===== src/sv/assert_macros.svh =====
// assertion macros shared by the frame rate counter modules
`ifndef ASSERT_MACROS_SVH
`define ASSERT_MACROS_SVH

// property checked at every clock edge outside reset
`define SWFR_ASSERT_RST(label, clk, rst, prop, msg) \
   label: assert property (@(posedge clk) disable iff (rst) (prop)) \
      else $error(msg);

// same-cycle implication
`define SWFR_ASSERT_IMPL(label, clk, rst, ante, cons, msg) \
   label: assert property (@(posedge clk) disable iff (rst) (ante) |-> (cons)) \
      else $error(msg);

// next-cycle implication
`define SWFR_ASSERT_NEXT(label, clk, rst, ante, cons, msg) \
   label: assert property (@(posedge clk) disable iff (rst) (ante) |=> (cons)) \
      else $error(msg);

`endif


===== src/sv/swfr_pkg.sv =====
// shared constants and types of the sliding window frame rate counter
package swfr_pkg;

   localparam int WINDOW_FRAMES = 16;

   localparam int TICK_W   = 32;
   localparam int RATE_W   = 24;
   localparam int FILL_W   = 9;
   localparam int SUM_W    = 40;
   localparam int SCALE_Q8 = 256000;

   localparam int NUM_W  = $clog2(SCALE_Q8 * WINDOW_FRAMES + 1);
   localparam int SLOT_W = (WINDOW_FRAMES > 1) ? $clog2(WINDOW_FRAMES) : 1;
   localparam int CNT_W  = $clog2(NUM_W + 1);
   localparam int QX_W   = (NUM_W > RATE_W) ? NUM_W : RATE_W;

   localparam logic [RATE_W-1:0] RATE_MAX = '1;

   typedef struct packed {
      logic start;
   } swfr_div_ctl_type;

   typedef struct packed {
      logic busy;
      logic done;
   } swfr_div_sts_type;

   typedef enum logic [5:0] {
      ST_IDLE   = 6'b000001,
      ST_READ   = 6'b000010,
      ST_UPDATE = 6'b000100,
      ST_START  = 6'b001000,
      ST_DIVIDE = 6'b010000,
      ST_FINISH = 6'b100000
   } swfr_state_type;

endpackage


===== src/sv/swfr_req_if.sv =====
// frame event channel carrying the millisecond tick stamp
interface swfr_req_if import swfr_pkg::*; ();
   logic              valid;
   logic              ready;
   logic [TICK_W-1:0] tick_ms;

   modport source (output valid, output tick_ms, input ready);
   modport sink (input valid, input tick_ms, output ready);
endinterface


===== src/sv/swfr_rsp_if.sv =====
// frame rate result channel
interface swfr_rsp_if import swfr_pkg::*; ();
   logic              valid;
   logic              ready;
   logic [RATE_W-1:0] rate_q8;
   logic              saturated;
   logic [FILL_W-1:0] frames_in_window;

   modport source (output valid, output rate_q8, output saturated, output frames_in_window,
                   input ready);
   modport sink (input valid, input rate_q8, input saturated, input frames_in_window,
                 output ready);
endinterface


===== src/sv/swfr_ram.sv =====
// generic single write port ram with registered read
module swfr_ram #(
   parameter int WIDTH = 32,
   parameter int DEPTH = 16,
   localparam int ADDR_W = (DEPTH > 1) ? $clog2(DEPTH) : 1
) (
   input  logic              clock,
   input  logic              wr_en,
   input  logic [ADDR_W-1:0] wr_addr,
   input  logic [WIDTH-1:0]  wr_data,
   input  logic [ADDR_W-1:0] rd_addr,
   output logic [WIDTH-1:0]  rd_data
);

   logic [WIDTH-1:0] mem_ff [DEPTH];
   logic [WIDTH-1:0] rd_data_ff;

   always_ff @(posedge clock) begin
      if (wr_en) begin
         mem_ff[wr_addr] <= wr_data;
      end
      rd_data_ff <= mem_ff[rd_addr];
   end

   assign rd_data = rd_data_ff;

endmodule


===== src/sv/swfr_divider.sv =====
// bit-serial restoring divider, one quotient bit per cycle
module swfr_divider import swfr_pkg::*; (
   input  logic             clock,
   input  logic             reset,
   input  swfr_div_ctl_type ctl,
   input  logic [NUM_W-1:0] numerator,
   input  logic [SUM_W-1:0] divisor,
   output swfr_div_sts_type sts,
   output logic [NUM_W-1:0] quotient
);

`include "assert_macros.svh"

   logic [SUM_W-1:0] rem_ff, rem_in;
   logic [SUM_W-1:0] div_ff;
   logic [NUM_W-1:0] num_ff;
   logic [NUM_W-1:0] quo_ff;
   logic [CNT_W-1:0] cnt_ff;
   logic             busy_ff;
   logic             done_ff;
   logic [SUM_W:0]   trial;
   logic [SUM_W:0]   diff;
   logic             fits;

   always_comb begin
      trial  = {rem_ff, num_ff[NUM_W-1]};
      diff   = trial - {1'b0, div_ff};
      fits   = (trial >= {1'b0, div_ff});
      rem_in = fits ? diff[SUM_W-1:0] : trial[SUM_W-1:0];
   end

   always_ff @(posedge clock) begin
      if (reset) begin
         busy_ff <= 1'b0;
         done_ff <= 1'b0;
         cnt_ff  <= '0;
      end else begin
         done_ff <= busy_ff && (cnt_ff == '0);
         if (ctl.start) begin
            busy_ff <= 1'b1;
            cnt_ff  <= CNT_W'(NUM_W - 1);
         end else if (busy_ff) begin
            if (cnt_ff == '0) begin
               busy_ff <= 1'b0;
            end else begin
               cnt_ff <= cnt_ff - 1'b1;
            end
         end
      end
   end

   always_ff @(posedge clock) begin
      if (ctl.start) begin
         rem_ff <= '0;
         div_ff <= divisor;
         num_ff <= numerator;
      end else if (busy_ff) begin
         rem_ff <= rem_in;
         num_ff <= {num_ff[NUM_W-2:0], 1'b0};
         quo_ff <= {quo_ff[NUM_W-2:0], fits};
      end
   end

   assign sts.busy = busy_ff;
   assign sts.done = done_ff;
   assign quotient = quo_ff;

   `SWFR_ASSERT_IMPL(a_done_idle, clock, reset, done_ff, !busy_ff, "divider done while busy")
   `SWFR_ASSERT_NEXT(a_start_busy, clock, reset, ctl.start, busy_ff, "divider did not start")

endmodule


===== src/sv/sliding_window_frame_rate_top.sv =====
// sliding window frame rate counter top level
//
// req_chan carries one frame event per transfer with its free-running
// millisecond tick stamp. rsp_chan returns one result per event: the
// average frame rate over the last WINDOW_FRAMES intervals in unsigned
// Q16.8, a saturation flag and the number of intervals averaged.
// A request transfer passes through the read, update and start states
// to the bit-serial divider, which produces one quotient bit per cycle,
// and on to the output register. One event is in work at a time, so
// a new request is taken only once the previous one has left ST_FINISH.
// A finished result sits in an output register; the next event is taken
// while it waits. When the receiver stalls, the following result waits in
// the divider until the output register is free.
// Reset is synchronous and active high; it clears the previous tick, the
// window sum, fill count and ring slot. The interval ring needs no clear:
// an entry is only read back once every entry has been written.
module sliding_window_frame_rate_top import swfr_pkg::*; (
   input logic       clock,
   input logic       reset,
   swfr_req_if.sink   req_chan,
   swfr_rsp_if.source rsp_chan
);

`include "assert_macros.svh"

   swfr_state_type    state_ff, state_in;
   logic [TICK_W-1:0] tick_ff;
   logic [TICK_W-1:0] prev_ff;
   logic [TICK_W-1:0] interval;
   logic [SLOT_W-1:0] slot_ff;
   logic [FILL_W-1:0] fill_ff;
   logic [SUM_W-1:0]  sum_ff;
   logic [TICK_W-1:0] ring_rd;
   logic              full;
   logic              ring_wr;
   logic [NUM_W-1:0]  numerator;
   logic [NUM_W-1:0]  quotient;
   logic [QX_W-1:0]   quo_ext;
   logic              clamp;
   logic              out_free;
   logic              load_rsp;
   logic              req_xfer;
   logic              finish_wait;
   swfr_div_ctl_type  div_ctl;
   swfr_div_sts_type  div_sts;

   logic              rsp_valid_ff;
   logic [RATE_W-1:0] rsp_rate_ff;
   logic              rsp_sat_ff;
   logic [FILL_W-1:0] rsp_fill_ff;

   assign interval  = tick_ff - prev_ff;
   assign full      = (fill_ff == FILL_W'(WINDOW_FRAMES));
   assign ring_wr   = (state_ff == ST_UPDATE);
   assign numerator = NUM_W'(fill_ff) * NUM_W'(SCALE_Q8);
   assign quo_ext   = QX_W'(quotient);
   assign clamp     = (sum_ff == '0) || (quo_ext > QX_W'(RATE_MAX));
   assign out_free  = !rsp_valid_ff || rsp_chan.ready;
   assign load_rsp  = (state_ff == ST_FINISH) && out_free;
   assign req_xfer  = req_chan.valid && req_chan.ready;
   assign finish_wait = (state_ff == ST_FINISH) && !out_free;
   assign div_ctl.start = (state_ff == ST_START);

   swfr_ram #(
      .WIDTH (TICK_W),
      .DEPTH (WINDOW_FRAMES)
   ) u_ring (
      .clock   (clock),
      .wr_en   (ring_wr),
      .wr_addr (slot_ff),
      .wr_data (interval),
      .rd_addr (slot_ff),
      .rd_data (ring_rd)
   );

   swfr_divider u_div (
      .clock     (clock),
      .reset     (reset),
      .ctl       (div_ctl),
      .numerator (numerator),
      .divisor   (sum_ff),
      .sts       (div_sts),
      .quotient  (quotient)
   );

   always_comb begin
      state_in = state_ff;
      case (state_ff)
         ST_IDLE: begin
            if (req_chan.valid) begin
               state_in = ST_READ;
            end
         end
         ST_READ:   state_in = ST_UPDATE;
         ST_UPDATE: state_in = ST_START;
         ST_START:  state_in = ST_DIVIDE;
         ST_DIVIDE: begin
            if (div_sts.done) begin
               state_in = ST_FINISH;
            end
         end
         ST_FINISH: begin
            if (out_free) begin
               state_in = ST_IDLE;
            end
         end
         default:   state_in = ST_IDLE;
      endcase
   end

   always_ff @(posedge clock) begin
      if (reset) begin
         state_ff     <= ST_IDLE;
         prev_ff      <= '0;
         slot_ff      <= '0;
         fill_ff      <= '0;
         sum_ff       <= '0;
         rsp_valid_ff <= 1'b0;
      end else begin
         state_ff <= state_in;
         if (state_ff == ST_UPDATE) begin
            prev_ff <= tick_ff;
            sum_ff  <= sum_ff - (full ? SUM_W'(ring_rd) : '0) + SUM_W'(interval);
            if (!full) begin
               fill_ff <= fill_ff + 1'b1;
            end
            if (slot_ff == SLOT_W'(WINDOW_FRAMES - 1)) begin
               slot_ff <= '0;
            end else begin
               slot_ff <= slot_ff + 1'b1;
            end
         end
         if (load_rsp) begin
            rsp_valid_ff <= 1'b1;
         end else if (rsp_chan.ready) begin
            rsp_valid_ff <= 1'b0;
         end
      end
   end

   always_ff @(posedge clock) begin
      if (req_chan.valid && req_chan.ready) begin
         tick_ff <= req_chan.tick_ms;
      end
      if (load_rsp) begin
         rsp_rate_ff <= clamp ? RATE_MAX : quo_ext[RATE_W-1:0];
         rsp_sat_ff  <= clamp;
         rsp_fill_ff <= fill_ff;
      end
   end

   assign req_chan.ready            = (state_ff == ST_IDLE);
   assign rsp_chan.valid            = rsp_valid_ff;
   assign rsp_chan.rate_q8          = rsp_rate_ff;
   assign rsp_chan.saturated        = rsp_sat_ff;
   assign rsp_chan.frames_in_window = rsp_fill_ff;

   `SWFR_ASSERT_RST(a_fill_bound, clock, reset, fill_ff <= FILL_W'(WINDOW_FRAMES), "fill high")
   `SWFR_ASSERT_NEXT(a_accept_read, clock, reset, req_xfer, state_ff == ST_READ, "no ring read")
   `SWFR_ASSERT_IMPL(a_rsp_frames, clock, reset, rsp_valid_ff, rsp_fill_ff != '0, "empty window")
   `SWFR_ASSERT_NEXT(a_finish_hold, clock, reset, finish_wait, state_ff == ST_FINISH, "result lost")

endmodule

===== src/flat_wrapper.sv =====
// flat-port wrapper written by rule: the top's interface ports become plain ports
module sliding_window_frame_rate_top_flat import swfr_pkg::*;
  (clock, reset, req_chan_valid, req_chan_tick_ms, req_chan_ready, rsp_chan_valid, rsp_chan_rate_q8, rsp_chan_saturated, rsp_chan_frames_in_window, rsp_chan_ready);
  swfr_req_if req_chan_i ();
  swfr_rsp_if rsp_chan_i ();
  input logic clock;
  input logic reset;
  input wire logic [$bits(req_chan_i.valid)-1:0] req_chan_valid;
  input wire logic [$bits(req_chan_i.tick_ms)-1:0] req_chan_tick_ms;
  output wire logic [$bits(req_chan_i.ready)-1:0] req_chan_ready;
  output wire logic [$bits(rsp_chan_i.valid)-1:0] rsp_chan_valid;
  output wire logic [$bits(rsp_chan_i.rate_q8)-1:0] rsp_chan_rate_q8;
  output wire logic [$bits(rsp_chan_i.saturated)-1:0] rsp_chan_saturated;
  output wire logic [$bits(rsp_chan_i.frames_in_window)-1:0] rsp_chan_frames_in_window;
  input wire logic [$bits(rsp_chan_i.ready)-1:0] rsp_chan_ready;
  assign req_chan_i.valid = req_chan_valid;
  assign req_chan_i.tick_ms = req_chan_tick_ms;
  assign req_chan_ready = req_chan_i.ready;
  assign rsp_chan_valid = rsp_chan_i.valid;
  assign rsp_chan_rate_q8 = rsp_chan_i.rate_q8;
  assign rsp_chan_saturated = rsp_chan_i.saturated;
  assign rsp_chan_frames_in_window = rsp_chan_i.frames_in_window;
  assign rsp_chan_i.ready = rsp_chan_ready;
  sliding_window_frame_rate_top u_core (.clock(clock), .reset(reset), .req_chan(req_chan_i), .rsp_chan(rsp_chan_i));
endmodule

===== config.mk =====
export PLATFORM = sky130hd
export DESIGN_NAME = sliding_window_frame_rate_top_flat
export DESIGN_NICKNAME = d
export VERILOG_FILES = /design/src/sv/swfr_pkg.sv /design/src/sv/swfr_req_if.sv /design/src/sv/swfr_rsp_if.sv /design/src/sv/swfr_ram.sv /design/src/sv/swfr_divider.sv /design/src/sv/sliding_window_frame_rate_top.sv /design/src/flat_wrapper.sv
export VERILOG_INCLUDE_DIRS = /design/src /design/src/sv
export SDC_FILE = /design/constraint.sdc
export NUM_CORES = 1
export LEC_CHECK = 0
export BUFFER_PORTS_ARGS = -buffer_cell sky130_fd_sc_hd__buf_2
export CAP_MARGIN = 10
export CORE_MARGIN = 1.5
export CORE_UTILIZATION = 60
export CTS_BUF_LIST = sky130_fd_sc_hd__clkbuf_4 sky130_fd_sc_hd__clkbuf_8
export DETAILED_ROUTE_END_ITERATION = 12
export PLACE_DENSITY = 0.77
export SLEW_MARGIN = 20
export SYNTH_ARGS = -nofsm -noshare
export SYNTH_HDL_FRONTEND = slang
export SYNTH_SLANG_ARGS = --single-unit

===== constraint.sdc =====
create_clock -name clock -period 8.7 [get_ports clock]
set_input_delay 0.87 -clock clock [delete_from_list [all_inputs] [get_ports clock]]
set_output_delay 0.87 -clock clock [all_outputs]
set_load 0.02 [all_outputs]

==> results of run 1 <==
-- report_power, final --
part	switching (uW)	total [uW]	internal, uW
logic	1930	2980	1050
registers	64.7	4790	4720
clock network	1560	3410	1850
-- worst max-delay path by stage --
| stage | end | start | slack, ps |
|---|---|---|---|
| 3_5_place_dp | u_core.sum_ff[39] | u_core.tick_ff[0] | 2600 |
| 4_1_cts | u_core.sum_ff[39] | u_core.tick_ff[0] | 2540 |
| 5_1_grt | u_core.sum_ff[39] | u_core.tick_ff[0] | 2130 |
| 6_report | u_core.sum_ff[39] | u_core.tick_ff[0] | 2460 |
| 2_1_floorplan | u_core.sum_ff[27] | u_core.tick_ff[0] | 3470 |
| 3_3_place_gp | u_core.sum_ff[39] | u_core.tick_ff[0] | 2760 |
-- flip-flops by register name, indices dropped and copies added (netlist names), 11 cells and up --
name                     cells
u_core.prev_ff              32
u_core.rsp_chan.rate_q8     23
u_core.sum_ff               40
u_core.tick_ff              32
u_core.u_div.div_ff         40
u_core.u_div.num_ff         11
u_core.u_div.quotient       22
u_core.u_div.rem_ff         40
u_core.u_ring.mem_ff       512
u_core.u_ring.rd_data       32
-- Yosys cell counts, drive strengths merged, types with 26 or more instances --
cell type,instances
edfxtp,649
inv,269
nand2,214
a21oi,172
dfxtp,171
mux4,160
ha,146
nor2,127
o21ai,121
clkbuf,96
xnor2,67
a21o,52
fa,52
xor2,43
nand3,42
and2,41
nor3,40
buf,33
a211oi,27
nand4,27
or2,26
-- logic make-up (layout without fill, tap and decap cells) --
family	count (synthesis)	count (layout)
simple gates	645	645
compound gates	534	534
fa+ha+maj	198	198
xor+xnor	110	110
flops	820	820
mux	182	182
other cells	0	1
buf+inv	400	621
-- layer usage --
metal	vias to the layer above	GRT usage, %	wire, microns
met5	-	0	0
met4	0	10.23	2495
met3	175	4.836	6194
met2	1031	44.89	43700
met1	11940	34.75	34720
li1	10970	-	-
-- area by class of cell --
| type | instances | share of cell area (%) |
|---|---|---|
| tap | 846 | 2.470 |
| clock inverter | 61 | 1.177 |
| multi-input combinational | 1669 | 33.77 |
| timing repair buffer | 108 | 1.483 |
| antenna | 1 | 0.005839 |
| sequential | 820 | 53.48 |
| inverter | 271 | 2.385 |
| clock buffer | 181 | 5.229 |
-- through the flow --
step	hold slack [ps]	utilization (%)	setup WS, ps	instance area, sq um
after floorplan	418.3	-	3468	38740
after global routing	218.4	67.57	2134	42860
final	259.0	67.57	2461	42860
after global placement	425.9	63.11	2758	40030
after CTS	175.0	67.45	2536	42780
after detailed placement	428.3	63.12	2598	40030
==> metrics, run 1 <==
fin crit period=6239 ps; xor/xnor cell area share of the yosys netlist=2.487%; crit path DAT=6920 ps; HP Class=primary input to register; multi-input logic area=14470 sq um; Core Rows=92; Layout fillers=4340; Mapped Nets=3123; DPL Wire Length=55940 microns; area share of fa/ha/maj cells after synthesis=7.402%; Core Area=63430 sq um; # Post-CTS Setup Buffers=0; crit path cell chain=inv_1, ha_1, inv_1, fa_1, a211oi_1, or4_1, o211ai_1, a221oi_2, nor2_1, o21a_1, or2_2, xnor2_1, fa_1, inv_1, ha_1, a21o_1, o21bai_1, a2111oi_0, a21oi_1, a211oi_2, nor4_1, or3_1, a311oi_1; Post-synth ARST share=0%; Post-synth EDFFs=649; initial antenna violation count=2; Crit path max-delay family=compound AO/OA/AOI/OAI gates; Hold Buf Count CTS=0; synth warn=0; Power Total=11180 uW; Max Fclk=0.1603 GHz; Slowest-stage cell, CP=fa_1; Simple-Gate Fraction of Synth Area=8.193%; largest family of logic cells by synthesized area=multiplexers; DRC violations left=0; Num CTS Buffers=131; status=completed; final-stage net count=3235; most frequent cells in the layout=649 x edfxtp_1, 268 x inv_1, 212 x nand2_1, 172 x a21oi_1, 167 x dfxtp_1; Worst-path clk slew=70 ps; DRT iter0 DRCs=2287; final hold vios=0; Placer Congestion=0.8957; synth unique cells=88; detailed-route vias per instance=6.092; RSZ-0062 raised after global routing=false; hold endpoint=u_core.tick_ff[25]; Total Neg Setup Slack=0 ps; proportion of layout cells with a drive suffix above 1=18.36%; final non-filler cell total=3957; mux cell area share after synthesis=9.870%; Routed Antenna Nets=0; reg-to-reg endpoint=u_core.sum_ff[39]; Clock Sink Count=820; Syn Inst Count=2889; maxcap violations=0; worst hold path startpoint=req_chan_tick_ms[25]; Initial Utilization=61.08%; PD cells=260.8 nW/um^2; total track usage=26.71%; post-CTS sizing=0; Final Setup Violations=0; Congestion Overflow GR=0; synth top area cells=edfxtp_1 50%, mux4_2 9.3%, dfxtp_1 8.8%, ha_1 4.7%, fa_1 2.7%; Top FF cell, synth=edfxtp_1; kind of critical path=register to register; die area=66100 sq um; Slew Viols, Final=0; # H-tree levels=4; CP Launch Type=register; # port buffers=71; register bit total from synthesis=820; global-route wire length before repair=135800 microns; maximum vdd drop=0.1840 mV; Routed WL=87110 microns; clk_lat worst skew=790 ps; Mapped Area=38740 sq um; Worst path depth=23; WP buf/inv=3; DRT Pass-1 Iters=5; Crit. End Element=register; Max transition margin=35.19%; CP peak stage delay=520 ps; worst r2r path cells=23; largest net degree at the start of global routing=70; Synth Area per Inst=13.41 sq um; CTS root buf=clkbuf_8; vias=24110; most common cell after layout, fill and taps aside=edfxtp_1; Sequential Area=22920 sq um; Synth top area share=50.30%; Die W=257.1 microns; DR WL/cell=22.01 microns; Synth-to-Final Area Change=10.62%; sequential area share after synthesis=59.14%; FF-to-FF Start=u_core.tick_ff[0]; CP max FO=6; placed cells=3714; hold path cells=1; Clock Tree Buf Depth=3; Worst Tran Pin Value=972.1 ps; area leader, netlist=edfxtp_1; R2R Setup Slk=2460 ps; Critical Path RT=9380 ps; most frequent CP cell=inv_1; Final Cycle Share=71.72%; worst clock skew=32.07 ps; # IOs=72; CTS tree=built; vias in the first global route=24140; leakage=0.01524 uW; complex-gate fraction of the synthesized area=8.839%; Die Height=257.1 microns
(Power assumes the default switching activity.)
==> run 2: changes to the inputs <==
--- a/config.mk
+++ b/config.mk
@@ -9,10 +9,10 @@
 export BUFFER_PORTS_ARGS = -buffer_cell sky130_fd_sc_hd__buf_2
 export CAP_MARGIN = 10
 export CORE_MARGIN = 1.5
-export CORE_UTILIZATION = 60
+export CORE_UTILIZATION = 59
 export CTS_BUF_LIST = sky130_fd_sc_hd__clkbuf_4 sky130_fd_sc_hd__clkbuf_8
 export DETAILED_ROUTE_END_ITERATION = 12
-export PLACE_DENSITY = 0.77
+export PLACE_DENSITY = 0.79
 export SLEW_MARGIN = 20
 export SYNTH_ARGS = -nofsm -noshare
 export SYNTH_HDL_FRONTEND = slang
==> constraint.sdc (replaced) <==
create_clock -name clock -period 5.6 [get_ports clock]
set_input_delay 0.56 -clock clock [delete_from_list [all_inputs] [get_ports clock]]
set_output_delay 0.56 -clock clock [all_outputs]
set_load 0.02 [all_outputs]
==> run 2 against run 1 <==
- wire length is 1.8% higher
- combinational power grew 74%
- flip-flop and latch count stayed put
- final cell count increased by 2.0%
- clock skew rose by 12 ps
- sequential power is 55% higher
- largest power group unchanged
- global-route usage is 0.062 points lower
- worst setup slack got worse by 2300 ps
- final area up 2.0%
- via count grew 1.5%
- critical path type unchanged
==> metrics, run 2 (synthesis results as in run 1) <==
Slowest-stage cell, CP=fa_1; total track usage=26.65% (-0.062 points); maximum vdd drop=0.2632 mV (+43%); detailed-route vias per instance=6.060 (-0.53%); Routed Antenna Nets=0 (unchanged); # port buffers=71 (unchanged); CTS tree=built; Core Area=64700 sq um (+2.0%); Final Setup Violations=0 (unchanged); DPL Wire Length=57350 microns (+2.5%); Util after Layout=67.54% (about the same); initial antenna violation count=2 (unchanged); Num CTS Buffers=130 (-0.76%); Initial Utilization=59.88% (-1.2 points); largest net degree at the start of global routing=82 (+17%); proportion of layout cells with a drive suffix above 1=19.87% (+1.5 points); Core Rows=93 (+1.1%); Clock Tree Buf Depth=3 (unchanged); CP Launch Type=register; Power Total=17880 uW (+60%); Congestion Overflow GR=0 (unchanged); Biggest register=u_core.u_ring.mem_ff; DRC violations left=0 (unchanged); worst r2r path cells=23 (unchanged); final hold vios=0 (unchanged); CP peak stage delay=510 ps (about the same); final-stage net count=3309 (+2.3%); Crit. End Element=register; Die W=259.3 microns (+0.83%); RSZ-0062 raised after global routing=true; hold path cells=4 (+3); DR WL/cell=21.96 microns (-0.24%); crit path DAT=6080 ps (-840 ps); worst hold path startpoint=req_chan_valid; crit path cell chain=ha_1, buf_4, nand2_1, o21ai_0, o21bai_1, o21ai_0, buf_4, o31ai_1, a21o_1, a21o_1, xnor2_1, fa_1, inv_1, ha_1, inv_1, a211o_1, a21oi_1, nor2b_2, a211oi_4, buf_4, o31ai_4, xor2_1, a211oi_2; PD cells=409.2 nW/um^2 (+57%); placed cells=3761 (+1.3%); placed cell areas=40360 sq um (+0.80%); most frequent cells in the layout=649 x edfxtp_1, 267 x inv_1, 212 x nand2_1, 169 x a21oi_1, 167 x dfxtp_1; worst clock skew=44.35 ps (+12.28 ps); Logic pwr share=29.0% (+2.4 points); Clock Sink Count=820 (unchanged); Max transition margin=24.82% (-10 points); P_sw=5679 uW (+60%); vias=24460 (+1.5%); sequential share of power=41.6% (-1.2 points); fin crit period=5480 ps (-759.2 ps); most frequent CP cell=buf_4; most common cell after layout, fill and taps aside=edfxtp_1; maxcap violations=0 (unchanged); Final Cycle Share=97.86% (+26 points); switching portion of total power=31.76% (-0.039 points); DRT iter0 DRCs=2093 (-8.5%); Design Area, Final=43690 sq um (+2.0%); leakage=0.01558 uW (+2.2%); final non-filler cell total=4037 (+2.0%); status=completed; CTS root buf=clkbuf_8; Worst-path clk slew=60 ps (about the same); vias in the first global route=24520 (+1.6%); clk_lat worst skew=790 ps (about the same); Synth-to-Final Area Change=12.78%; Worst Setup SP=u_core.tick_ff[9]; Max Fclk=0.1825 GHz (+14%); # H-tree levels=4 (unchanged); max reg flops=512 (unchanged); Pint=12200 uW (+60%); CP max FO=7 (+1); Critical Path RT=6200 ps (-3180 ps); DRT Pass-1 Iters=8 (+3); HP Class=primary input to register; # IOs=72 (unchanged); Placer Congestion=0.9390 (+4.8%); FF-to-FF Start=u_core.tick_ff[9]; Clock Power Share=29.4% (-1.1 points); kind of critical path=register to register; Slew Viols, Final=0 (unchanged); Worst Tran Pin Value=1124 ps (+151.7 ps); Routed WL=88650 microns (+1.8%); die area=67210 sq um (+1.7%); Die Height=259.3 microns (+0.83%); global-route wire length before repair=136700 microns (+0.70%)
-- run 2: cell types whose count changed in the layout (fill, tap and decap cells not counted), moves of 4 or more --
cell	change
clkinvlp_4	+4
clkinv_2	-12
clkbuf_4	+5
buf_4	+39
ha_1	-4
dlygate4sd3_1	+32
a211oi_1	-4
-- run 2: layout make-up --
cell class                 count  area [sq um]
antenna                        1         2.502
clock buffer                 186          2278
clock inverter                52         430.4
fill                        4408         21000
inverter                     271          1022
multi-input combinational   1669         14640
sequential                   820         22920
tap                          855          1070
timing repair buffer         183          1328
-- run 2: timing repair --
item / CTS / global route
gates resized for setup: 3 / 31
setup buffers: 0 / 4
pin swaps: 2 / 22
hold buffers: 32 / 0
hold endpoints to repair: 32 / 0
endpoints found under the setup margin: 5 / 13
-- run 2: routing by layer --
metal / global-route usage (%) / wire [microns] / vias up
met4: 10.29 / 2777 / 0
met1: 34.05 / 35280 / 12160
met2: 45.89 / 45120 / 975
met3: 4.296 / 5480 / 204
li1: - / - / 11120
met5: 0 / 0 / -
-- run 2: power groups by stage --
stage,Sequential [uW],Combinational [uW],Clock (uW)
3_3_place_gp,7550,4630,0
4_1_cts,7440,4860,5350
5_1_grt,7450,5730,5610
3_5_place_dp,7570,4810,0
2_1_floorplan,7510,3410,0
6_report,7430,5190,5260
-- run 2: critical path: cells and delay by family, from the launching register on --
kind | cells | cell delay, ps
compound gates | 11 | 2340
xor+xnor | 2 | 350
fa+ha+maj | 3 | 1240
buf+inv | 5 | 620
flops | 1 | 390
simple gates | 2 | 370
-- run 2: path summary, 6_finish.rpt --
kind              slack [ps]                   endpoint
setup / recovery         120          u_core.sum_ff[35]
hold / removal           140         u_core.state_ff[0]
setup reg to reg         120          u_core.sum_ff[35]
hold reg to reg          440  u_core.u_div.quotient[17]
-- run 2: through the flow --
step	hold WS, ps	worst slack, ps	setup TNS, ps
global placement	423.5	-54.96	-111.5
floorplan	418.3	367.6	0
CTS	66.91	29.09	0
finish	135.5	119.9	0
detailed placement	427.7	-90.73	-197.8
global route	162.8	-89.35	-321.4
